[config.mk]
export PLATFORM = sky130hd
export DESIGN_NAME = single_wire_bus_master_top
export DESIGN_NICKNAME = d
export VERILOG_FILES = /design/src/hdl/swbm_pkg.sv /design/src/hdl/swbm_front.sv /design/src/hdl/swbm_queue.sv /design/src/hdl/swbm_timing.sv /design/src/hdl/swbm_back.sv /design/src/hdl/single_wire_bus_master_top.sv
export VERILOG_INCLUDE_DIRS = /design/src /design/src/hdl
export SDC_FILE = /design/constraint.sdc
export NUM_CORES = 1
export LEC_CHECK = 0
export BUFFER_PORTS_ARGS = -buffer_cell sky130_fd_sc_hd__buf_2
export CELL_PAD_IN_SITES_DETAIL_PLACEMENT = 0
export CELL_PAD_IN_SITES_GLOBAL_PLACEMENT = 1
export CORE_ASPECT_RATIO = 1.4
export CORE_MARGIN = 2
export CORE_UTILIZATION = 30
export DETAILED_ROUTE_END_ITERATION = 10
export PLACE_DENSITY_LB_ADDON = 0.1
export SYNTH_ARGS = -nofsm -noshare
export SYNTH_HDL_FRONTEND = slang
export SYNTH_SLANG_ARGS = --single-unit
[constraint.sdc]
create_clock -name clk -period 13.3 [get_ports clk]
set_input_delay 0.665 -clock clk [delete_from_list [all_inputs] [get_ports clk]]
set_output_delay 0.665 -clock clk [all_outputs]
set_load 0.05 [all_outputs]
[src/hdl/single_wire_bus_master_top_assert.svh]
// Assertion macros for the single-wire bus master top level.
// Expects signals clk and rst_n in the scope of each use.
`ifndef SINGLE_WIRE_BUS_MASTER_TOP_ASSERT_SVH
`define SINGLE_WIRE_BUS_MASTER_TOP_ASSERT_SVH

// Same-cycle implication, checked while out of reset
`define SWBM_ASSERT_IMPL(label, ante, cons) \
    label: assert property (@(posedge clk) disable iff (!rst_n) (ante) |-> (cons)) \
        else $error("single_wire_bus_master: same-cycle check failed");

// Next-cycle implication, checked while out of reset
`define SWBM_ASSERT_NEXT(label, ante, cons) \
    label: assert property (@(posedge clk) disable iff (!rst_n) (ante) |=> (cons)) \
        else $error("single_wire_bus_master: next-cycle check failed");

`endif

[src/hdl/swbm_pkg.sv]
// Shared types, codes and constants of the single-wire bus master.
// No dependencies; used by every module of the block.
`default_nettype none

package swbm_pkg;

    // Mode codes on the input tuser field
    localparam logic [2:0] MODE_NONE     = 3'd0;
    localparam logic [2:0] MODE_DISCOVER = 3'd1;
    localparam logic [2:0] MODE_START    = 3'd2;
    localparam logic [2:0] MODE_SEND     = 3'd3;
    localparam logic [2:0] MODE_RECV     = 3'd4;

    // Configuration register indexes
    localparam logic [2:0] REG_CYCLES_PER_US = 3'd0;
    localparam logic [2:0] REG_BIT_FRAME_US  = 3'd1;
    localparam logic [2:0] REG_RESET_LOW_US  = 3'd2;
    localparam logic [2:0] REG_IDLE_HIGH_US  = 3'd3;
    localparam logic [2:0] REG_LOW_ZERO_US   = 3'd4;
    localparam logic [2:0] REG_LOW_ONE_US    = 3'd5;

    // Configuration reset values
    localparam logic [7:0] RST_CYCLES_PER_US = 8'd150;
    localparam logic [5:0] RST_BIT_FRAME_US  = 6'd20;
    localparam logic [7:0] RST_RESET_LOW_US  = 8'd175;
    localparam logic [7:0] RST_IDLE_HIGH_US  = 8'd160;
    localparam logic [4:0] RST_LOW_ZERO_US   = 5'd10;
    localparam logic [4:0] RST_LOW_ONE_US    = 5'd2;

    // Default parameter values
    localparam int RECOVERY_US_DEF         = 10;
    localparam int DISCOVERY_WINDOW_US_DEF = 6;
    localparam int DISCOVERY_ACK_US_DEF    = 24;
    localparam int QUEUE_DEPTH_DEF         = 2;

    // Widths
    localparam int LEN_W     = 16;  // segment lengths and timer
    localparam int SP_W      = 9;   // read sample point, c + c/5
    localparam int IN_TDATA_W  = 16;
    localparam int OUT_TDATA_W = 16;

    // c/5 as (c * 205) >> 10, exact for c below 1024
    localparam int DIV5_MUL   = 205;
    localparam int DIV5_SHIFT = 10;

    // Frame counts
    localparam logic [3:0] BITS_PER_BYTE   = 4'd8;
    localparam logic [3:0] FRAMES_PER_BYTE = 4'd9;

    // Decoded command
    typedef enum logic [2:0] {
        CMD_NONE     = 3'd0,
        CMD_DISCOVER = 3'd1,
        CMD_START    = 3'd2,
        CMD_SEND     = 3'd3,
        CMD_RECV     = 3'd4
    } cmd_t;

    // Sequencer phases, one-hot
    typedef enum logic [5:0] {
        PH_IDLE    = 6'b000001,
        PH_RST_LOW = 6'b000010,
        PH_RST_REC = 6'b000100,
        PH_DISC    = 6'b001000,
        PH_HOLD    = 6'b010000,
        PH_FRAME   = 6'b100000
    } phase_t;

    // One classified tick
    typedef struct packed {
        cmd_t       cmd;
        logic [7:0] tx_byte;
        logic       master_ack;
        logic       line_high;
    } entry_t;

    // Queue status
    typedef struct packed {
        logic full;
        logic empty;
    } q_status_t;

    // Segment lengths in cycles, precomputed from configuration
    typedef struct packed {
        logic [7:0]      cyc;
        logic [LEN_W-1:0] rst_len;
        logic [LEN_W-1:0] rec_len;
        logic [LEN_W-1:0] win_len;
        logic [LEN_W-1:0] dack_len;
        logic [LEN_W-1:0] hold_len;
        logic [LEN_W-1:0] frame_len;
        logic [LEN_W-1:0] low0_len;
        logic [LEN_W-1:0] low1_len;
        logic [SP_W-1:0]  sample_pt;
    } timing_t;

endpackage

`default_nettype wire

[src/hdl/swbm_front.sv]
// Input stage: registers each tick from the slave stream and decodes its mode.
// Depends on swbm_pkg.
`default_nettype none

module swbm_front
(
    input  wire logic                                 clk,
    input  wire logic                                 rst_n,
    input  wire logic                                 s_tvalid,
    output logic                                      s_tready,
    // s_tdata: tx_byte [7:0], master_ack [8], line_high [9], zero [15:10]
    input  wire logic [swbm_pkg::IN_TDATA_W-1:0]      s_tdata,
    // s_tuser: mode [2:0]
    input  wire logic [2:0]                           s_tuser,
    input  wire swbm_pkg::q_status_t                  q_stat,
    output logic                                      q_push,
    output swbm_pkg::entry_t                          q_wdata
);

    logic             valid_reg;
    swbm_pkg::entry_t entry_reg;
    swbm_pkg::entry_t entry_next;

    // Take a new transfer when the stage is empty or drains this cycle
    assign s_tready = !valid_reg || !q_stat.full;
    assign q_push   = valid_reg && !q_stat.full;
    assign q_wdata  = entry_reg;

    // Decode the mode; unused codes start nothing
    always_comb
    begin
        entry_next.tx_byte    = s_tdata[7:0];
        entry_next.master_ack = s_tdata[8];
        entry_next.line_high  = s_tdata[9];
        case (s_tuser)
            swbm_pkg::MODE_DISCOVER: entry_next.cmd = swbm_pkg::CMD_DISCOVER;
            swbm_pkg::MODE_START:    entry_next.cmd = swbm_pkg::CMD_START;
            swbm_pkg::MODE_SEND:     entry_next.cmd = swbm_pkg::CMD_SEND;
            swbm_pkg::MODE_RECV:     entry_next.cmd = swbm_pkg::CMD_RECV;
            default:                 entry_next.cmd = swbm_pkg::CMD_NONE;
        endcase
    end

    // Hold the stage valid bit
    always_ff @(posedge clk or negedge rst_n)
    begin
        if (!rst_n)
        begin
            valid_reg <= 1'b0;
        end
        else if (s_tready)
        begin
            valid_reg <= s_tvalid;
        end
    end

    // Capture payload on each transfer
    always_ff @(posedge clk)
    begin
        if (s_tready && s_tvalid)
        begin
            entry_reg <= entry_next;
        end
    end

endmodule

`default_nettype wire

[src/hdl/swbm_queue.sv]
// Short queue between the decode stage and the sequencer.
// Depends on swbm_pkg.
`default_nettype none

module swbm_queue
#(
    parameter int DEPTH = swbm_pkg::QUEUE_DEPTH_DEF
)
(
    input  wire logic             clk,
    input  wire logic             rst_n,
    input  wire logic             push,
    input  wire swbm_pkg::entry_t wdata,
    input  wire logic             pop,
    output swbm_pkg::entry_t      rdata,
    output swbm_pkg::q_status_t   stat
);

    localparam int PTR_W = $clog2(DEPTH);
    localparam int CNT_W = $clog2(DEPTH + 1);

    swbm_pkg::entry_t slots [DEPTH];
    logic [PTR_W-1:0] wr_ptr_reg;
    logic [PTR_W-1:0] rd_ptr_reg;
    logic [CNT_W-1:0] count_reg;

    function automatic logic [PTR_W-1:0] ptr_inc(input logic [PTR_W-1:0] p);
        logic [PTR_W-1:0] r;
        if (p == PTR_W'(DEPTH - 1))
        begin
            r = '0;
        end
        else
        begin
            r = p + 1'b1;
        end
        return r;
    endfunction

    assign stat.full  = (count_reg == CNT_W'(DEPTH));
    assign stat.empty = (count_reg == '0);
    assign rdata      = slots[rd_ptr_reg];

    // Advance pointers and count
    always_ff @(posedge clk or negedge rst_n)
    begin
        if (!rst_n)
        begin
            wr_ptr_reg <= '0;
            rd_ptr_reg <= '0;
            count_reg  <= '0;
        end
        else
        begin
            if (push)
            begin
                wr_ptr_reg <= ptr_inc(wr_ptr_reg);
            end
            if (pop)
            begin
                rd_ptr_reg <= ptr_inc(rd_ptr_reg);
            end
            if (push && !pop)
            begin
                count_reg <= count_reg + 1'b1;
            end
            else if (pop && !push)
            begin
                count_reg <= count_reg - 1'b1;
            end
        end
    end

    // Store entries
    always_ff @(posedge clk)
    begin
        if (push)
        begin
            slots[wr_ptr_reg] <= wdata;
        end
    end

endmodule

`default_nettype wire

[src/hdl/swbm_timing.sv]
// Configuration registers and the segment lengths derived from them.
// Depends on swbm_pkg.
`default_nettype none

module swbm_timing
#(
    parameter int RECOVERY_US         = swbm_pkg::RECOVERY_US_DEF,
    parameter int DISCOVERY_WINDOW_US = swbm_pkg::DISCOVERY_WINDOW_US_DEF,
    parameter int DISCOVERY_ACK_US    = swbm_pkg::DISCOVERY_ACK_US_DEF
)
(
    input  wire logic       clk,
    input  wire logic       rst_n,
    input  wire logic       cfg_we,
    input  wire logic [2:0] cfg_index,
    input  wire logic [7:0] cfg_wdata,
    output swbm_pkg::timing_t tim
);

    localparam int LW = swbm_pkg::LEN_W;
    localparam int SW = swbm_pkg::SP_W;

    logic [7:0] cyc_us_reg;
    logic [5:0] frame_us_reg;
    logic [7:0] rst_us_reg;
    logic [7:0] idle_us_reg;
    logic [4:0] low0_us_reg;
    logic [4:0] low1_us_reg;

    logic [7:0]    c_eff;
    logic [7:0]    rst_eff;
    logic [7:0]    idle_eff;
    logic [5:0]    frame_eff;
    logic [4:0]    low0_eff;
    logic [4:0]    low1_eff;
    logic [LW-1:0] div5_prod;
    swbm_pkg::timing_t tim_next;

    // Write configuration; indexes past the list are dropped
    always_ff @(posedge clk or negedge rst_n)
    begin
        if (!rst_n)
        begin
            cyc_us_reg   <= swbm_pkg::RST_CYCLES_PER_US;
            frame_us_reg <= swbm_pkg::RST_BIT_FRAME_US;
            rst_us_reg   <= swbm_pkg::RST_RESET_LOW_US;
            idle_us_reg  <= swbm_pkg::RST_IDLE_HIGH_US;
            low0_us_reg  <= swbm_pkg::RST_LOW_ZERO_US;
            low1_us_reg  <= swbm_pkg::RST_LOW_ONE_US;
        end
        else if (cfg_we)
        begin
            case (cfg_index)
                swbm_pkg::REG_CYCLES_PER_US: cyc_us_reg   <= cfg_wdata;
                swbm_pkg::REG_BIT_FRAME_US:  frame_us_reg <= cfg_wdata[5:0];
                swbm_pkg::REG_RESET_LOW_US:  rst_us_reg   <= cfg_wdata;
                swbm_pkg::REG_IDLE_HIGH_US:  idle_us_reg  <= cfg_wdata;
                swbm_pkg::REG_LOW_ZERO_US:   low0_us_reg  <= cfg_wdata[4:0];
                swbm_pkg::REG_LOW_ONE_US:    low1_us_reg  <= cfg_wdata[4:0];
                default: ;
            endcase
        end
    end

    // A zero register counts as one
    assign c_eff     = (cyc_us_reg   == '0) ? 8'd1 : cyc_us_reg;
    assign rst_eff   = (rst_us_reg   == '0) ? 8'd1 : rst_us_reg;
    assign idle_eff  = (idle_us_reg  == '0) ? 8'd1 : idle_us_reg;
    assign frame_eff = (frame_us_reg == '0) ? 6'd1 : frame_us_reg;
    assign low0_eff  = (low0_us_reg  == '0) ? 5'd1 : low0_us_reg;
    assign low1_eff  = (low1_us_reg  == '0) ? 5'd1 : low1_us_reg;

    assign div5_prod = LW'(c_eff) * LW'(swbm_pkg::DIV5_MUL);

    // Scale each interval by cycles per microsecond; the read sample point is c + c/5
    always_comb
    begin
        tim_next.cyc       = c_eff;
        tim_next.rst_len   = LW'(rst_eff) * LW'(c_eff);
        tim_next.rec_len   = LW'(RECOVERY_US) * LW'(c_eff);
        tim_next.win_len   = LW'(DISCOVERY_WINDOW_US) * LW'(c_eff);
        tim_next.dack_len  = LW'(DISCOVERY_ACK_US) * LW'(c_eff);
        tim_next.hold_len  = LW'(idle_eff) * LW'(c_eff);
        tim_next.frame_len = LW'(frame_eff) * LW'(c_eff);
        tim_next.low0_len  = LW'(low0_eff) * LW'(c_eff);
        tim_next.low1_len  = LW'(low1_eff) * LW'(c_eff);
        tim_next.sample_pt = SW'(c_eff) + SW'(div5_prod >> swbm_pkg::DIV5_SHIFT);
    end

    // Register the lengths every cycle
    always_ff @(posedge clk)
    begin
        tim <= tim_next;
    end

endmodule

`default_nettype wire

[src/hdl/swbm_back.sv]
// Bit-timing sequencer: one queued tick per step, result held in an output register.
// Depends on swbm_pkg.
`default_nettype none

module swbm_back
(
    input  wire logic                              clk,
    input  wire logic                              rst_n,
    input  wire swbm_pkg::timing_t                 tim,
    input  wire swbm_pkg::entry_t                  q_rdata,
    input  wire swbm_pkg::q_status_t               q_stat,
    output logic                                   q_pop,
    output logic                                   m_tvalid,
    input  wire logic                              m_tready,
    // m_tdata: drive_low [0], busy_res [1], acked [2], rx_byte [10:3], zero [15:11]
    output logic [swbm_pkg::OUT_TDATA_W-1:0]       m_tdata,
    // m_tlast: done_res
    output logic                                   m_tlast
);

    localparam int LW  = swbm_pkg::LEN_W;
    localparam int PAD = swbm_pkg::OUT_TDATA_W - 11;

    swbm_pkg::phase_t phase_reg, phase_next, ph_e;
    swbm_pkg::cmd_t   cmd_reg, cmd_next, cmd_e;
    logic [LW-1:0]    timer_reg, timer_next, t_e;
    logic [3:0]       bit_index_reg, bit_index_next, bi_e;
    logic [7:0]       shift_reg, shift_next, sb_e;
    logic             presence_reg, presence_next, pres_e;
    logic             pma_reg, pma_e;
    logic             ack_reg, ack_next;
    logic [7:0]       rx_reg, rx_next;

    logic             out_valid_reg;
    logic             out_drive_reg, out_busy_reg, out_done_reg;
    logic             drive, busy, done;
    logic             seg_end, reading, tx_bit;
    logic [LW:0]      t_inc;
    logic [LW-1:0]    low_len;

    assign q_pop = !q_stat.empty && (!out_valid_reg || m_tready);

    // Step the sequencer for the tick at the queue head
    always_comb
    begin
        ph_e   = phase_reg;
        cmd_e  = cmd_reg;
        t_e    = timer_reg;
        bi_e   = bit_index_reg;
        sb_e   = shift_reg;
        pres_e = presence_reg;
        pma_e  = pma_reg;

        // Start a command only from idle
        if (phase_reg == swbm_pkg::PH_IDLE && q_rdata.cmd != swbm_pkg::CMD_NONE)
        begin
            cmd_e  = q_rdata.cmd;
            t_e    = '0;
            bi_e   = '0;
            pres_e = 1'b0;
            case (q_rdata.cmd)
                swbm_pkg::CMD_DISCOVER: ph_e = swbm_pkg::PH_RST_LOW;
                swbm_pkg::CMD_START:    ph_e = swbm_pkg::PH_HOLD;
                default:
                begin
                    ph_e  = swbm_pkg::PH_FRAME;
                    sb_e  = (q_rdata.cmd == swbm_pkg::CMD_SEND) ? q_rdata.tx_byte : 8'd0;
                    pma_e = q_rdata.master_ack;
                end
            endcase
        end

        t_inc   = {1'b0, t_e} + 1'b1;
        reading = (cmd_e == swbm_pkg::CMD_SEND) ? (bi_e >= swbm_pkg::BITS_PER_BYTE)
                                                : (bi_e <  swbm_pkg::BITS_PER_BYTE);
        // MSB first: bit 7 - index, which is the inverted low index bits
        tx_bit  = (cmd_e == swbm_pkg::CMD_SEND) ? sb_e[~bi_e[2:0]] : !pma_e;
        low_len = tx_bit ? tim.low1_len : tim.low0_len;

        drive         = 1'b0;
        seg_end       = 1'b0;
        presence_next = pres_e;
        shift_next    = sb_e;

        // Drive the line and find the segment end
        case (ph_e)
            swbm_pkg::PH_RST_LOW:
            begin
                drive   = 1'b1;
                seg_end = (t_inc >= {1'b0, tim.rst_len});
            end
            swbm_pkg::PH_RST_REC:
            begin
                seg_end = (t_inc >= {1'b0, tim.rec_len});
            end
            swbm_pkg::PH_DISC:
            begin
                seg_end = (t_inc >= {1'b0, tim.dack_len}) && (t_inc >= {1'b0, tim.win_len})
                       && (t_inc >= (LW+1)'(tim.cyc));
                if (t_e < LW'(tim.cyc))
                begin
                    drive = 1'b1;
                end
                else if (t_e < tim.win_len && !q_rdata.line_high)
                begin
                    presence_next = 1'b1;
                end
            end
            swbm_pkg::PH_HOLD:
            begin
                seg_end = (t_inc >= {1'b0, tim.hold_len});
            end
            swbm_pkg::PH_FRAME:
            begin
                if (reading)
                begin
                    drive   = (t_e < LW'(tim.cyc));
                    seg_end = (t_inc >= {1'b0, tim.frame_len}) && (t_e >= LW'(tim.sample_pt));
                    if (t_e == LW'(tim.sample_pt))
                    begin
                        if (cmd_e == swbm_pkg::CMD_SEND)
                        begin
                            presence_next = !q_rdata.line_high;
                        end
                        else
                        begin
                            shift_next = {sb_e[6:0], q_rdata.line_high};
                        end
                    end
                end
                else
                begin
                    drive   = (t_e < low_len);
                    seg_end = (t_inc >= {1'b0, tim.frame_len}) && (t_inc >= {1'b0, low_len});
                end
            end
            default: ;
        endcase

        phase_next     = ph_e;
        cmd_next       = cmd_e;
        timer_next     = t_e;
        bit_index_next = bi_e;
        ack_next       = ack_reg;
        rx_next        = rx_reg;
        done           = 1'b0;
        busy           = (ph_e != swbm_pkg::PH_IDLE);

        // Advance to the next segment or finish
        if (busy)
        begin
            if (seg_end)
            begin
                timer_next = '0;
                case (ph_e)
                    swbm_pkg::PH_RST_LOW: phase_next = swbm_pkg::PH_RST_REC;
                    swbm_pkg::PH_RST_REC: phase_next = swbm_pkg::PH_DISC;
                    swbm_pkg::PH_DISC:    phase_next = swbm_pkg::PH_HOLD;
                    swbm_pkg::PH_HOLD:
                    begin
                        if (cmd_e == swbm_pkg::CMD_DISCOVER)
                        begin
                            ack_next = presence_next;
                        end
                        done = 1'b1;
                    end
                    swbm_pkg::PH_FRAME:
                    begin
                        bit_index_next = bi_e + 4'd1;
                        if (bit_index_next >= swbm_pkg::FRAMES_PER_BYTE)
                        begin
                            if (cmd_e == swbm_pkg::CMD_SEND)
                            begin
                                ack_next = presence_next;
                            end
                            else
                            begin
                                rx_next = shift_next;
                            end
                            done = 1'b1;
                        end
                    end
                    default: ;
                endcase
                if (done)
                begin
                    phase_next     = swbm_pkg::PH_IDLE;
                    cmd_next       = swbm_pkg::CMD_NONE;
                    bit_index_next = '0;
                end
            end
            else
            begin
                timer_next = t_inc[LW-1:0];
            end
        end
    end

    // Commit the step and load the output register
    always_ff @(posedge clk or negedge rst_n)
    begin
        if (!rst_n)
        begin
            phase_reg     <= swbm_pkg::PH_IDLE;
            cmd_reg       <= swbm_pkg::CMD_NONE;
            timer_reg     <= '0;
            bit_index_reg <= '0;
            shift_reg     <= '0;
            presence_reg  <= 1'b0;
            pma_reg       <= 1'b0;
            ack_reg       <= 1'b0;
            rx_reg        <= '0;
            out_valid_reg <= 1'b0;
        end
        else
        begin
            if (q_pop)
            begin
                phase_reg     <= phase_next;
                cmd_reg       <= cmd_next;
                timer_reg     <= timer_next;
                bit_index_reg <= bit_index_next;
                shift_reg     <= shift_next;
                presence_reg  <= presence_next;
                pma_reg       <= pma_e;
                ack_reg       <= ack_next;
                rx_reg        <= rx_next;
            end
            if (q_pop)
            begin
                out_valid_reg <= 1'b1;
            end
            else if (m_tready)
            begin
                out_valid_reg <= 1'b0;
            end
        end
    end

    // Hold per-tick line outputs with the result
    always_ff @(posedge clk)
    begin
        if (q_pop)
        begin
            out_drive_reg <= drive;
            out_busy_reg  <= busy;
            out_done_reg  <= done;
        end
    end

    assign m_tvalid = out_valid_reg;
    assign m_tlast  = out_done_reg;
    assign m_tdata  = {{PAD{1'b0}}, rx_reg, ack_reg, out_busy_reg, out_drive_reg};

endmodule

`default_nettype wire

[src/hdl/single_wire_bus_master_top.sv]
// Single-wire bus master: input stage, tick queue, timing registers, sequencer.
// Depends on swbm_pkg, swbm_front, swbm_queue, swbm_timing, swbm_back and the assert header.
//
// Usage:
//   The slave stream carries one clock tick of bus timing per transfer: the mode in
//   s_tuser, the byte to send, the master ACK flag and the sampled line level in s_tdata.
//   The master stream returns one result per tick: drive_low, busy_res, acked and rx_byte
//   in m_tdata, and done_res on m_tlast for the last tick of a command.
//   A command is taken only on a tick where the sequencer is idle; otherwise mode is ignored.
//   The user must write timing registers via cfg_we / cfg_index / cfg_wdata only while no
//   tick is in flight; the block does not enforce this. Indexes past the list are dropped.
//   Path: a tick passes the input stage register and the queue to the output register.
//   Throughput: one tick per cycle while m_tready is high; the sequencer updates its phase,
//   timer and bit counter in a single step per tick.
//   Reset: registers return to their defaults, the sequencer goes idle and no result
//   is pending.
//   Stall: a result waiting on m_tready stays in the output register; ticks collect in
//   the input stage and the queue, and s_tready drops once both are full.
`default_nettype none

module single_wire_bus_master_top
#(
    parameter int RECOVERY_US         = swbm_pkg::RECOVERY_US_DEF,
    parameter int DISCOVERY_WINDOW_US = swbm_pkg::DISCOVERY_WINDOW_US_DEF,
    parameter int DISCOVERY_ACK_US    = swbm_pkg::DISCOVERY_ACK_US_DEF,
    parameter int QUEUE_DEPTH         = swbm_pkg::QUEUE_DEPTH_DEF
)
(
    input  wire logic                               clk,
    input  wire logic                               rst_n,
    input  wire logic                               s_tvalid,
    output logic                                    s_tready,
    // s_tdata: tx_byte [7:0], master_ack [8], line_high [9], zero [15:10]
    input  wire logic [swbm_pkg::IN_TDATA_W-1:0]    s_tdata,
    // s_tuser: mode [2:0]
    input  wire logic [2:0]                         s_tuser,
    output logic                                    m_tvalid,
    input  wire logic                               m_tready,
    // m_tdata: drive_low [0], busy_res [1], acked [2], rx_byte [10:3], zero [15:11]
    output logic [swbm_pkg::OUT_TDATA_W-1:0]        m_tdata,
    // m_tlast: done_res
    output logic                                    m_tlast,
    input  wire logic                               cfg_we,
    input  wire logic [2:0]                         cfg_index,
    input  wire logic [7:0]                         cfg_wdata
);

    `include "single_wire_bus_master_top_assert.svh"

    swbm_pkg::q_status_t q_stat;
    swbm_pkg::entry_t    q_wdata;
    swbm_pkg::entry_t    q_rdata;
    swbm_pkg::timing_t   tim;
    logic                q_push;
    logic                q_pop;

    swbm_front u_front
    (
        .clk      (clk),
        .rst_n    (rst_n),
        .s_tvalid (s_tvalid),
        .s_tready (s_tready),
        .s_tdata  (s_tdata),
        .s_tuser  (s_tuser),
        .q_stat   (q_stat),
        .q_push   (q_push),
        .q_wdata  (q_wdata)
    );

    swbm_queue #(.DEPTH(QUEUE_DEPTH)) u_queue
    (
        .clk   (clk),
        .rst_n (rst_n),
        .push  (q_push),
        .wdata (q_wdata),
        .pop   (q_pop),
        .rdata (q_rdata),
        .stat  (q_stat)
    );

    swbm_timing
    #(
        .RECOVERY_US         (RECOVERY_US),
        .DISCOVERY_WINDOW_US (DISCOVERY_WINDOW_US),
        .DISCOVERY_ACK_US    (DISCOVERY_ACK_US)
    ) u_timing
    (
        .clk       (clk),
        .rst_n     (rst_n),
        .cfg_we    (cfg_we),
        .cfg_index (cfg_index),
        .cfg_wdata (cfg_wdata),
        .tim       (tim)
    );

    swbm_back u_back
    (
        .clk      (clk),
        .rst_n    (rst_n),
        .tim      (tim),
        .q_rdata  (q_rdata),
        .q_stat   (q_stat),
        .q_pop    (q_pop),
        .m_tvalid (m_tvalid),
        .m_tready (m_tready),
        .m_tdata  (m_tdata),
        .m_tlast  (m_tlast)
    );

    // A finishing tick always belongs to a command
    `SWBM_ASSERT_IMPL(a_done_is_busy, m_tvalid && m_tlast, m_tdata[1])
    // The input stage never writes a full queue
    `SWBM_ASSERT_IMPL(a_push_has_room, q_push, !q_stat.full)
    // The sequencer never steps on an empty queue
    `SWBM_ASSERT_IMPL(a_pop_has_data, q_pop, !q_stat.empty)
    // A write without a read leaves the queue occupied
    `SWBM_ASSERT_NEXT(a_push_fills, q_push && !q_pop, !q_stat.empty)

endmodule

`default_nettype wire
**Word level (Yosys, flattened, before mapping)**

Memory sizes are Yosys's and may differ from the RTL's.
Cells that the tools add are included.

- Muxes and demuxes: 67
- $add $sub $neg: 7
- $mul: 9
- Reductions and logical operators: 43
- Equal/unequal tests: 26
- Order comparisons: 16
- Bitwise gates (word level): 2

Operators with widths:

| operator | count |
|---|---|
| 8-bit 2-to-1 mux | 10 |
| 17-bit by 16-bit greater-or-equal comparator with 1-bit output | 3 |
| 16-bit 2-to-1 mux | 3 |
| 8-bit by 8-bit multiplier with 16-bit output | 2 |
| 6-bit 2-to-1 mux | 5 |
| 5-bit by 8-bit multiplier with 13-bit output | 2 |
| 1-bit 2-to-1 mux | 26 |
| 8-bit zero test | 3 |
| 3-bit by 2-bit == test with 1-bit output, second input constant | 7 |
| 2-bit by 8-bit multiplier with 10-bit output, first input constant | 2 |
| 4-bit 2-to-1 mux | 5 |
| 6-bit case mux with 3 select lines | 1 |
| 16-bit by 1-bit adder with 17-bit output, second input constant | 1 |
| 17-bit by 11-bit greater-or-equal comparator with 1-bit output | 1 |
| 17-bit by 12-bit greater-or-equal comparator with 1-bit output | 1 |
| 17-bit by 13-bit greater-or-equal comparator with 1-bit output | 1 |
| 17-bit by 14-bit greater-or-equal comparator with 1-bit output | 1 |
| 17-bit by 8-bit greater-or-equal comparator with 1-bit output | 1 |
| 16-bit by 9-bit == test with 1-bit output | 1 |
| 16-bit by 9-bit greater-or-equal comparator with 1-bit output | 1 |
| 16-bit by 11-bit < comparator with 1-bit output | 1 |
| 16-bit < comparator | 1 |
| 16-bit by 8-bit < comparator with 1-bit output | 1 |
| 8-bit by 8-bit multiplier with 16-bit output, second input constant | 1 |
| 46 further kinds | 89 |

- Output and inout bits: 19
- Input bits: 35
- Bits in writable memories: 26
- Register bits after elaboration: 230
- Memories kept: 1
- Logic and storage cells: 208

Memory list:

| memory | depth | bits a word | read ports | clocked after Yosys merged registers in | write ports | RTL line | source |
|---|---|---|---|---|---|---|---|
| u_queue.slots | 2 | 13 | 1 | 0 | 1 | swbm_queue.sv:22 | `swbm_pkg::entry_t slots [DEPTH];` |

**Longest topological paths before layout**

An unclocked memory read counts as a cell.

- Depth after elaboration: 18
- Mapped depth: 33

**By module**

Synthesis repeated with hierarchy kept, for this count alone.

- Cell total of the unflattened synthesis: 2522
- Area total of the unflattened synthesis: 23416.2 um2

By module, submodules not included:

| module | cells an instance | area each (um2) | instances | sequential area each (um2) |
|---|---|---|---|---|
| swbm_timing | 1462 | 13884.6 | 1 | 3164.3 |
| swbm_back | 983 | 7936.4 | 1 | 1317.5 |
| swbm_queue | 56 | 1124.8 | 1 | 880.8 |
| swbm_front | 21 | 470.5 | 1 | 415.4 |

**Worst setup path after synthesis**

Ideal clock, no wire load.

- Path type: flip-flop to flip-flop
- From: register u_timing.cyc_us_reg[2]
- To: register u_timing.tim[7] (netlist name)
- Data arrival time: 6.318 ns
- Period minus slack after synthesis: 6.449 ns
- Stages on the path, launching flop included: 32
- Slack: 6.851 ns
- Required time: 13.169 ns
- Path through: dfstp_2 > clkbuf_1 > inv_1 > ha_1 > nand3_1 > nand2b_1 > clkbuf_1 > nand2_1 > inv_1 > clkbuf_1 > ha_1 > ha_1 > ha_1 > inv_1 > fa_1 > inv_1 > ha_1 > a21o_1 > a21o_1 > a21o_1 > a21o_1 > a21oi_1 > nor2b_1 > o21ai_0 > nand2b_1 > a311oi_1 > xnor2_1 > ha_1 > nor2b_1 > o21ai_0 > xnor2_1 > nor2_1

RTL lines:

| element | RTL line | source |
|---|---|---|
| from (decl) | swbm_timing.sv:23 | `logic [7:0] cyc_us_reg;` |
| from (signal assigned) | swbm_timing.sv:44 | `cyc_us_reg <= swbm_pkg::RST_CYCLES_PER_US;` |
| from (signal assigned) | swbm_timing.sv:54 | `swbm_pkg::REG_CYCLES_PER_US: cyc_us_reg <= cfg_wdata;` |

==> metrics.cfg <==
[sta]
clock_skew_ps = 35.7
min_period_ps = 7780
tns_ps = 0
rsz0062_at_grt = false
setup-violations-final = 0
hold_viol = 0
fmax_mhz = 129
slew-limit-headroom_pct = 16.0
finalWorstSetupSlack_ps = 5520
tightest_slew_ps = 1250
post-route-period-util_pct = 58.5
maxSlewViolCount = 0

[critical_path]
crit_path_start_kind = flop
path_max_fanout = 22
arrival_ps = 8160
cp_slowest_stage_delay_ps = 920
crit_slowest_cell = dfstp_2
cp_top_family = adder cells
endpoint_kind = flop
critPathRequiredTime_ps = 13680
path_class = reg2reg
critical_path_buf_inv_count = 5

[grt]
grt_pass1_wl_mm = 103
grt.total_usage_pct = 18.5
grt_max_degree = 68
grt_pass1_vias = 16600
grt.overflow.total = 0
antenna_found_initial = 1

[cts]
insertion_delay_ps = 550
cts_max_level = 2
clkTransAtPathRegs_ps = 60
cts_sinks = 243
cts_buffers = 34
cts_hold_buf = 0
cts_tree = yes
clockBufferDepth = 3
cts_setup_buffers = 0
post_cts_resized = 0
root_buffer = clkbuf_16

[finish]
seqCellArea_um2 = 5780
drive_above_1_share_pct = 9.67
filler_cell_count = 7489
finalNetCount = 2851
area_growth_pct = 11.4
largest_reg_flops = 107
final_cell_mix = inv_1, ha_1, nand2_1
antenna_cells = 0
layout_commonest_cell = inv_1
multiInputGateArea_um2 = 14400

[yosys]
ys.flop_type = dfxtp_1
synth_cell_types = 85
syn_inst = 2318
synth_edf_count = 42
synth-async-reset-ratio_pct = 38.7
synth_seq_area_share_pct = 26.5
synth.cell_area_um2 = 21800
ys_seq_elements = 243
avgSynthCellArea_um2 = 9.42
ys_warn_count = 0

[floorplan]
floorplan.initialDensity_pct = 30.1
dieArea_um2 = 75000
die-height_um = 323
rows = 117
die_x_um = 232
io_pins = 54
core-area_um2 = 72500

[drt]
drtAntennaViolNets = 0
drt-initial-drc-count = 811
firstDrtPassIters = 5
viasPerCell = 4.75
vias = 15700
routedWlPerCell_um = 20.4
routed_wl_mm = 67.4
drc = 0

[pwr]
switching_share_pct = 44.3
vdd_drop_max_v = 0.0000942
combPwrFrac_pct = 60.2
power.total_mw = 5.52
intPower_mw = 3.08
pwr-share-clk_pct = 18.1
p_seq_share_pct = 21.8
power.switching_mw = 2.45
power_density_nw_per_um2 = 227
power_leakage_nw = 12.3

[run]
cap_violations = 0

[outcome]
status = completed

[placement]
place_congestion = 0.799
portBuffers = 42
dp_slack_ps = 5400
dp_hpwl_mm = 51.5

[worst_hold_path]
hold_path_class = in2async

path summary, 6_finish.rpt:
check                                                        start  slack (ps)                                   to  cells past startpoint
min in group clk                                        s_tdata[9]         290         u_front.q_wdata[0]$_DFFE_PP_                      1
worst max register to register  u_timing.cyc_us_reg[4]$_DFFE_PN1P_        5520              u_timing.tim[7]$_DFF_P_                     27
worst min-delay path                                         rst_n         140          u_back.m_tvalid$_DFFE_PN0P_                      1
worst min register to register        u_front.q_wdata[9]$_DFFE_PP_         450        u_queue.slots[1][9]$_DFFE_PP_                      0
worst max-delay path            u_timing.cyc_us_reg[4]$_DFFE_PN1P_        5520              u_timing.tim[7]$_DFF_P_                     27
max in group asynchronous                                    rst_n       11920  u_timing.low1_us_reg[0]$_DFFE_PN0P_                      2
logic make-up (layout without fill, tap and decap cells):
| kind of cell | after synthesis | count (layout) | synth area share (%) |
|---|---|---|---|
| AO/OA/AOI/OAI | 337 | 337 | 10.1 |
| XOR/XNOR | 98 | 98 | 3.93 |
| adder cells (fa/ha/maj) | 483 | 483 | 32.9 |
| buffers and inverters | 444 | 481 | 7.89 |
| flip-flops | 243 | 243 | 26.5 |
| multiplexers | 87 | 87 | 4.46 |
| other | 1 | 5 | 0.0172 |
| AND/OR/NAND/NOR | 625 | 625 | 14.2 |
cell type report:
cell class,count,area share (%)
Sequential cell,243,23.8
Clock inverter,20,1.18
Tap cell,952,4.90
Multi-Input combinational cell,1635,59.1
Clock buffer,42,3.93
Inverter,351,5.42
Timing Repair Buffer,68,1.68
power by group through the flow:
stage,Sequential [mW],Combinational [mW],Clock (mW)
4_1_cts,1.20,3.40,1.04
2_1_floorplan,1.12,2.59,0
6_report,1.20,3.32,0.998
3_5_place_dp,1.22,3.36,0
5_1_grt,1.23,3.87,1.06
3_3_place_gp,1.22,3.35,0
per-stage QoR:
stage | instance area, um^2 | hold WS (ps) | utilization (%) | instances
after CTS | 24300 | 145 | 33.6 | 3311
after floorplan | 21800 | 369 | - | 2322
final | 24300 | 141 | 33.6 | 3311
after detailed placement | 23100 | 431 | 31.9 | 3249
after global placement | 23100 | 422 | 31.9 | 3249
after global routing | 24300 | 171 | 33.6 | 3311
cells in the mapped netlist (all sizes together), types with 4 or more instances:
library cell / instances / share of area, %
a2111oi: 7 / 0.45
a211oi: 8 / 0.36
a21o: 44 / 1.6
a21oi: 103 / 2.4
a221oi: 6 / 0.24
a31oi: 7 / 0.20
and2: 57 / 1.6
and3: 67 / 1.9
buf: 32 / 0.81
clkbuf: 61 / 1.0
dfrtp: 76 / 8.7
dfstp: 18 / 2.2
dfxtp: 107 / 9.8
edfxtp: 42 / 5.8
fa: 152 / 14
ha: 331 / 19
inv: 349 / 6.0
mux2: 49 / 2.7
mux2i: 37 / 1.7
nand2: 248 / 4.3
nand2b: 17 / 0.49
nand3: 18 / 0.41
nand4: 22 / 0.63
nand4b: 5 / 0.20
nor2: 101 / 1.7
nor2b: 22 / 0.63
nor3: 17 / 0.39
nor3b: 6 / 0.21
nor4: 14 / 0.47
nor4b: 4 / 0.22
o211ai: 4 / 0.14
o21a: 8 / 0.28
o21ai: 68 / 1.6
o21bai: 29 / 1.0
o22ai: 5 / 0.14
o31ai: 14 / 0.48
o41ai: 8 / 0.32
or2: 5 / 0.14
or3: 4 / 0.11
or4: 5 / 0.17
xnor2: 71 / 2.8
xor2: 27 / 1.1
per-layer routing:
layer | up-vias | share of wire (%) | global-route usage, %
li1 | 7762 | - | -
met1 | 7622 | 42 | 21.5
met2 | 268 | 53 | 35.0
met3 | 80 | 3.1 | 2.31
met4 | 0 | 2.6 | 5.24
met5 | - | 0 | 0
No activity file was read; power rests on OpenSTA's default activity.
